**src/rtl/q4q8_pkg.sv**
```systemverilog
// q4q8_pkg: shared constants, opcode codes and controller/datapath interface
// structs for the q4/q8 weight reuse gemm unit
// no dependencies
package q4q8_pkg;

  localparam int MAX_COLUMNS = 16;
  localparam int COL_W       = 4;
  localparam int NUM_W       = 5;

  // input opcodes
  typedef enum logic [1:0] {
    OP_WEIGHT = 2'd0,
    OP_ACT    = 2'd1,
    OP_EOR    = 2'd2,
    OP_NONE   = 2'd3
  } op_t;

  // operand preparation select of the float unit
  typedef enum logic [2:0] {
    PREP_NONE   = 3'd0,
    PREP_CVT    = 3'd1,
    PREP_MUL_DX = 3'd2,
    PREP_MUL_DY = 3'd3,
    PREP_ADD    = 3'd4
  } prep_t;

  // controller to datapath commands
  typedef struct packed {
    logic  accept;
    prep_t prep;
    logic  norm;
    logic  round;
    logic  acc_wr;
    logic  emit_load;
    logic  acc_clear;
  } dp_cmd_t;

  // datapath to controller status
  typedef struct packed {
    logic col_ok;
    logic emit_last;
    logic out_free;
    logic n_zero;
  } dp_status_t;

endpackage

```
**src/rtl/q4q8_ctrl.sv**
```systemverilog
// q4q8_ctrl: sequencer of the q4/q8 weight reuse gemm unit
// steps the float fold and the end-of-row emission; depends on q4q8_pkg
module q4q8_ctrl import q4q8_pkg::*; (
  input  logic       clk,
  input  logic       rst,
  input  logic       in_valid,
  output logic       in_stall,
  input  logic [1:0] opcode,
  input  logic [1:0] beat,
  input  dp_status_t status,
  output dp_cmd_t    cmd
);

  typedef enum logic [13:0] {
    S_IDLE = 14'h0001,
    S_CVT  = 14'h0002,
    S_N1   = 14'h0004,
    S_R1   = 14'h0008,
    S_M1   = 14'h0010,
    S_N2   = 14'h0020,
    S_R2   = 14'h0040,
    S_M2   = 14'h0080,
    S_N3   = 14'h0100,
    S_R3   = 14'h0200,
    S_ADD  = 14'h0400,
    S_N4   = 14'h0800,
    S_R4   = 14'h1000,
    S_EMIT = 14'h2000
  } state_t;

  state_t state, state_next;
  logic   accept;
  op_t    op;

  assign op       = op_t'(opcode);
  assign in_stall = (state != S_IDLE);
  assign accept   = in_valid && (state == S_IDLE);

  // next state and commands
  always_comb begin
    state_next = state;
    cmd        = '0;
    cmd.prep   = PREP_NONE;
    unique case (state)
      S_IDLE: begin
        cmd.accept = accept;
        if (accept && op == OP_ACT && beat == 2'd3 && status.col_ok) begin
          state_next = S_CVT;
        end else if (accept && op == OP_EOR) begin
          if (status.n_zero) begin
            cmd.acc_clear = 1'b1;
          end else begin
            state_next = S_EMIT;
          end
        end
      end
      S_CVT: begin
        cmd.prep   = PREP_CVT;
        state_next = S_N1;
      end
      S_N1: begin
        cmd.norm   = 1'b1;
        state_next = S_R1;
      end
      S_R1: begin
        cmd.round  = 1'b1;
        state_next = S_M1;
      end
      S_M1: begin
        cmd.prep   = PREP_MUL_DX;
        state_next = S_N2;
      end
      S_N2: begin
        cmd.norm   = 1'b1;
        state_next = S_R2;
      end
      S_R2: begin
        cmd.round  = 1'b1;
        state_next = S_M2;
      end
      S_M2: begin
        cmd.prep   = PREP_MUL_DY;
        state_next = S_N3;
      end
      S_N3: begin
        cmd.norm   = 1'b1;
        state_next = S_R3;
      end
      S_R3: begin
        cmd.round  = 1'b1;
        state_next = S_ADD;
      end
      S_ADD: begin
        cmd.prep   = PREP_ADD;
        state_next = S_N4;
      end
      S_N4: begin
        cmd.norm   = 1'b1;
        state_next = S_R4;
      end
      S_R4: begin
        cmd.round  = 1'b1;
        cmd.acc_wr = 1'b1;
        state_next = S_IDLE;
      end
      S_EMIT: begin
        cmd.emit_load = status.out_free;
        if (status.out_free && status.emit_last) begin
          cmd.acc_clear = 1'b1;
          state_next    = S_IDLE;
        end
      end
      default: state_next = S_IDLE;
    endcase
  end

  // state register
  always_ff @(posedge clk) begin
    if (rst) begin
      state <= S_IDLE;
    end else begin
      state <= state_next;
    end
  end

endmodule

```
**config.mk**
```make
export PLATFORM = sky130hd
export DESIGN_NAME = q4q8_ctrl
export DESIGN_NICKNAME = d
export VERILOG_FILES = /design/src/rtl/q4q8_pkg.sv /design/src/rtl/q4q8_ctrl.sv
export SDC_FILE = /design/constraint.sdc
export NUM_CORES = 1
export LEC_CHECK = 0
export ABC_AREA = 1
export BUFFER_PORTS_ARGS = -buffer_cell sky130_fd_sc_hd__buf_2
export CORE_UTILIZATION = 45
export DETAILED_ROUTE_END_ITERATION = 12
export MAX_ROUTING_LAYER = met4
export PLACE_DENSITY = 0.77
export SYNTH_ARGS = -nofsm -noshare
export SYNTH_HDL_FRONTEND = slang
export SYNTH_SLANG_ARGS = --single-unit
export TNS_END_PERCENT = 30
```
**constraint.sdc**
```tcl
create_clock -name clk -period 1.6 [get_ports clk]
set_input_delay 0 -clock clk [delete_from_list [all_inputs] [get_ports clk]]
set_output_delay 0 -clock clk [all_outputs]
set_load 0.01 [all_outputs]
```
Word-level counts from Yosys, hierarchy flattened:

Index checks and enable logic that the tools add are counted.

* register bits after elaboration: 14
* latch bits: 0
* RAM bits: 0
* bits in read-only memories: 0
* input bits: 11
* output and inout port bits: 10
* word-level logic and storage cells: 47
* memories kept: 0

* add/subtract/negate cells: 0
* multipliers: 0
* div/mod/pow operators: 0
* order comparisons: 0
* equal/unequal tests: 21
* shift operators: 0
* mux-type cells: 16
* bitwise gates (word level): 0
* reductions and logical operators: 9

Operators by type and width (count)
* $pmux W14 S13: 1
* $mux W14: 4
* $eq A14 B1 Y1 const B: 1
* $eq A14 B10 Y1 const B: 1
* $eq A14 B11 Y1 const B: 1
* $eq A14 B12 Y1 const B: 1
* $eq A14 B13 Y1 const B: 1
* $eq A14 B14 Y1 const B: 1
* $eq A14 B2 Y1 const B: 1
* $eq A14 B3 Y1 const B: 1
* $eq A14 B4 Y1 const B: 1
* $eq A14 B5 Y1 const B: 1
* $eq A14 B6 Y1 const B: 1
* $eq A14 B7 Y1 const B: 1
* $eq A14 B8 Y1 const B: 1
* $eq A14 B9 Y1 const B: 1
* $ne A14 B1 Y1 const B: 1
* $pmux W3 S4: 1
* $mux W1: 9
* $reduce_or A4 Y1: 2
* $logic_and A1 B1 Y1: 6
* $eq A2 B2 Y1 const B: 2
* $ne A3 B1 Y1 const B: 1
* $ne A3 B2 Y1 const B: 1
* other kinds (4): 4

Depth between registers and ports, before layout:

* word-level depth: 7
* depth in mapped cells: 12
* mapped depth without buffers: 12

Worst setup path before layout:

Ideal clock, no wire load.

* kind: register to register
* start point: register state[12]
* end point: register state[9]
* library setup time: 0.112 ns
* data arrival time: 1.241 ns
* data required time: 1.488 ns
* slack: 0.247 ns
* cell stages (with the launch flop): 9
* path buffers: 0
* period minus slack after synthesis: 1.353 ns
* path through: dfxtp_1 nor2_4 nand3_4 nor2_4 nand4_4 a21oi_4 nand2_2 nand2_2 nor2_2

* word-level cells in the longest chain between the ends: 7
* elaborated cells between the ends (all ways): 24
* classes of those cells: 16 x eq/ne; 2 x mux; 6 x reduce/logical

RTL lines
* start, declared: RTL line q4q8_ctrl.sv:31 `state_t state, state_next;`
* start signal, assigned: RTL line q4q8_ctrl.sv:122 `state <= state_next;`
* $eq A14 B1 Y1: RTL line q4q8_ctrl.sv:37, q4q8_ctrl.sv:44
* $logic_and A1 B1 Y1: RTL line q4q8_ctrl.sv:37 `assign accept = in_valid && (state == S_IDLE);`
* $logic_and A1 B1 Y1 (3 in a row): RTL line q4q8_ctrl.sv:47 `if (accept && op == OP_ACT && beat == 2'd3 && status.col_ok) begin`
* $mux W14 (tied with other cells): RTL line q4q8_ctrl.sv:47
* $pmux W14 S13 / $reduce_and A3 Y1 (equally long branches)

Several ways; a longest one is shown, not always the timed one.
A chain may end at the register's enable or synchronous reset.

==> results list <==
* Run status: complete, but fails checks
- Violations in the final reports: setup timing
* Final Total Pwr: 0.749 mW
- The initial antenna violation count came to 0.
- Area growth from synthesis to layout: 34.0%
- Sink Count: 14
* Critical hold path startpoint: beat[1]
- Most common cell type on the critical path: sky130_fd_sc_hd__nand2_1
* Buffer type at the clock tree root: sky130_fd_sc_hd__clkbuf_4
- Via-per-instance ratio: 4.94
* Starting Density: 0.476
* Depth of the CTS H-tree: 1
* Vias in the first global route: between 1,000 and 1,500
- In this run, the number of DRC markers left after iteration 0 of detailed routing was 23.
- Worst EP arrival: 1.61 ns
- Between clock sinks in the finished design, the worst skew comes to 0.00199 ns.
- The count of pins over their slew limit is 0.
- # nets final: 203
- Placeable core area: 2210 um2
- Dividing the detail-routed wire length by the instance count gives 11.8 um.
- Setup violation total in the final timing report: 1
- Number of buffers on the longest clock path: 2
- 21 I/O pins were placed.
- The routed layout has 1,082 vias.
- Final Cycle Share: 1.01
* Count of buffers inserted at the top-level ports: 20
* Count of filler cells inserted in the layout: between 150 and 200
- Worst hold slack: 0.0653 ns
* Max-cap viol count: 0
- For hold timing, the worst endpoint is state[1]$_SDFFE_PP0P_.
* Overall die height: 50.4 um
- Critical Path Fanout Max: 5
- Ranked by flip-flop count, first place goes to state.
- In this run, synthesis produced a sequential element count of 14.
- Proportion of synthesized flip-flops having asynchronous set or reset: 0
* Most used standard cells in the synthesized netlist: sky130_fd_sc_hd__nand2_1, sky130_fd_sc_hd__inv_1, sky130_fd_sc_hd__nor2_1
* Overall track demand over capacity in global routing: 0.206
* Number of remaining DRC errors: 0
- The register with the most flip-flops in the layout has 14 of them.
* Final period demand of the worst path: ~1.6 ns
- The largest total area in the synthesized netlist belongs to sky130_fd_sc_hd__dfxtp_1.
- STA classifies the critical path endpoint as a primary output.
- At the worst endpoint, the required time is 1.60 ns.
* Source of the worst register-to-register timing path: state[11]$_SDFFE_PP0P_
- End-of-flow core utilization: 0.638
- Synthesis produced 155 cells.
- In the final layout, the share of cells above drive strength 1 is 0.424.
- Sum of negative setup slack: -0.0112 ns
- The critical path is of the reg2out type.
- For the pin with the worst max-slew slack, the measured transition is 0.291 ns.
- Crit-path cells: nor2_4, nand2_4, nor2_8, buf_4, nand2_1, nand2_1, nor2_2, nand2_1, buf_2
* Total Wirelength: between 2 and 3 mm
- Headroom to the max-slew limit came out at 0.806.
- Counting the buffers created by CTS gives 3.
- Final global-route overflow total: 0
- VDD sags by at most 0.000422 V.
* Most used flip-flop cell after synthesis: sky130_fd_sc_hd__dfxtp_1
- Leakage power summed over all cells: 0.765 nW
* Count of flip-flops with a built-in enable after synthesis: 0
* Number of inserted diodes: 0
- Insertion delay of the later-clocked pin in the worst-skew pair: roughly 0.28 ns
* Total die area: 2540 um2
- The largest registers in the layout are state x14.
- R2r endpoint: state[0]$_SDFFE_PP1P_
- Largest stage delay, worst path: 0.37 ns
- Clock-pin slew was measured on the worst setup and hold paths at 0.09 ns.
* Largest net degree at the start of global routing: 9
- The first global-routing pass estimated approximately 3.8 mm of wire.
- Area share of the leading cell type in the synthesized netlist: 0.266
- Timing would allow up to 0.621 GHz.
* Syn_area_per_cell: slightly below 7 um2
- The share of the Yosys chip area taken by registers is 0.266.
- TritonCTS built the clock tree.
* Detailed placer's ending HPWL: 1.78 mm
- Along the worst hold path, the cell count comes to 5.
- Type of origin of the critical path: flop
- Number of iterations in the first detailed-routing pass: 4
- Setup repair after global routing missed its margin: yes
* Synthesized cell area: 1050 um2
- Largest cells by area after synthesis: sky130_fd_sc_hd__dfxtp_1, sky130_fd_sc_hd__nand2_1, sky130_fd_sc_hd__inv_1
- The setup check on the worst reg-to-reg path leaves a slack of 0.03 ns.
* Horizontal die dimension: 50.4 um
- ANT nets after route: 0
- Std-Cell Rows: 17
* Syn nets: 166
* Routability congestion estimate: 0.880
* Reg2reg path depth: 9
- Worst hold path type: in2reg
- Power Density: about 530 nW/um2
* Count of final hold-check violations: 0
- By instance count, the leading cell after synthesis is sky130_fd_sc_hd__nand2_1.
* Count of cell types in the netlist: 22
- Yosys printed 0 warnings.
* Critical-path top delay cell: sky130_fd_sc_hd__dfxtp_4
- Setup slack on the critical path of the routed design comes to -0.0112 ns.
## stage by stage
stage / cell area (um2) / worst slack, ns / instances
floorplan: 1050 / 0.247 / 155
global placement: 1190 / 0.167 / 203
detailed placement: 1190 / 0.0967 / 203
CTS: 1250 / 0.00194 / 210
global route: 1410 / -0.109 / 219
finish: 1410 / -0.0112 / 219
## worst max-delay path by stage
stage | end | slack, ns | startpoint
6_report | cmd[3] | -0.01 | state[4]$_SDFFE_PP0P_
5_1_grt | cmd[3] | -0.11 | state[4]$_SDFFE_PP0P_
4_1_cts | cmd[0] | 0.002 | state[10]$_SDFFE_PP0P_
3_5_place_dp | state[9]$_SDFFE_PP0P_ | 0.1 | state[12]$_SDFFE_PP0P_
3_3_place_gp | state[9]$_SDFFE_PP0P_ | 0.17 | state[12]$_SDFFE_PP0P_
2_1_floorplan | state[9]$_SDFFE_PP0P_ | 0.25 | state[12]$_SDFFE_PP0P_
## where the power goes
group / switching, mW / internal (mW)
logic: 0.0795 / 0.0632
clock network: 0.118 / 0.139
registers: 0.00310 / 0.347
total: 0.200 / 0.549
## critical path, delay by kind of cell, from the launching register on
family	cells	cell delay (ns)
buf+inv	2	0.25
flops	1	0.37
simple gates	7	0.71
## per-layer routing
| metal | share of wire | global-route usage |
|---|---|---|
| met5 | 0 | - |
| met3 | 0.043 | 0.0394 |
| met4 | 0.019 | 0.102 |
| met1 | 0.39 | 0.201 |
| met2 | 0.55 | 0.384 |
## logic make-up (layout without fill, tap and decap cells)
group           Yosys count  in the layout  synth area share
flops                    14             14             0.266
buf+inv                  32             68             0.116
simple gates            104            104             0.569
compound gates            5              5            0.0487
## what timing repair did
action                                 in CTS  in global routing
setup buffers                               2                  9
endpoints found under the hold margin       4                  0
resized for setup                           1                 27
hold buffers                                1                  0
setup endpoints to repair                   1                 13
pin swaps                                   2                 16
## layout by cell type, fill, tap and decap left out, types with 4 or more instances in the layout
master / netlist / layout
sky130_fd_sc_hd__buf_2: 0 / 20
sky130_fd_sc_hd__buf_4: 0 / 8
sky130_fd_sc_hd__dfxtp_1: 14 / 6
sky130_fd_sc_hd__dfxtp_2: 0 / 6
sky130_fd_sc_hd__inv_1: 31 / 30
sky130_fd_sc_hd__nand2_1: 32 / 30
sky130_fd_sc_hd__nand2_2: 3 / 5
sky130_fd_sc_hd__nand2_4: 4 / 4
sky130_fd_sc_hd__nand3_1: 13 / 12
sky130_fd_sc_hd__nor2_1: 28 / 24
sky130_fd_sc_hd__nor2_2: 4 / 4
sky130_fd_sc_hd__nor2_4: 7 / 11
## layout make-up
| class | instances | area [um2] | share of cell area |
|---|---|---|---|
| clock buffers | 4 | 36.3 | 0.0257 |
| inverters | 32 | 123 | 0.0869 |
| multi-input cells | 109 | 709 | 0.503 |
| flip-flops and latches | 14 | 295 | 0.209 |
| well taps | 28 | 35.0 | 0.0248 |
| repair buffers | 32 | 213 | 0.151 |
Note: power is estimated with default switching activity, not from simulation.
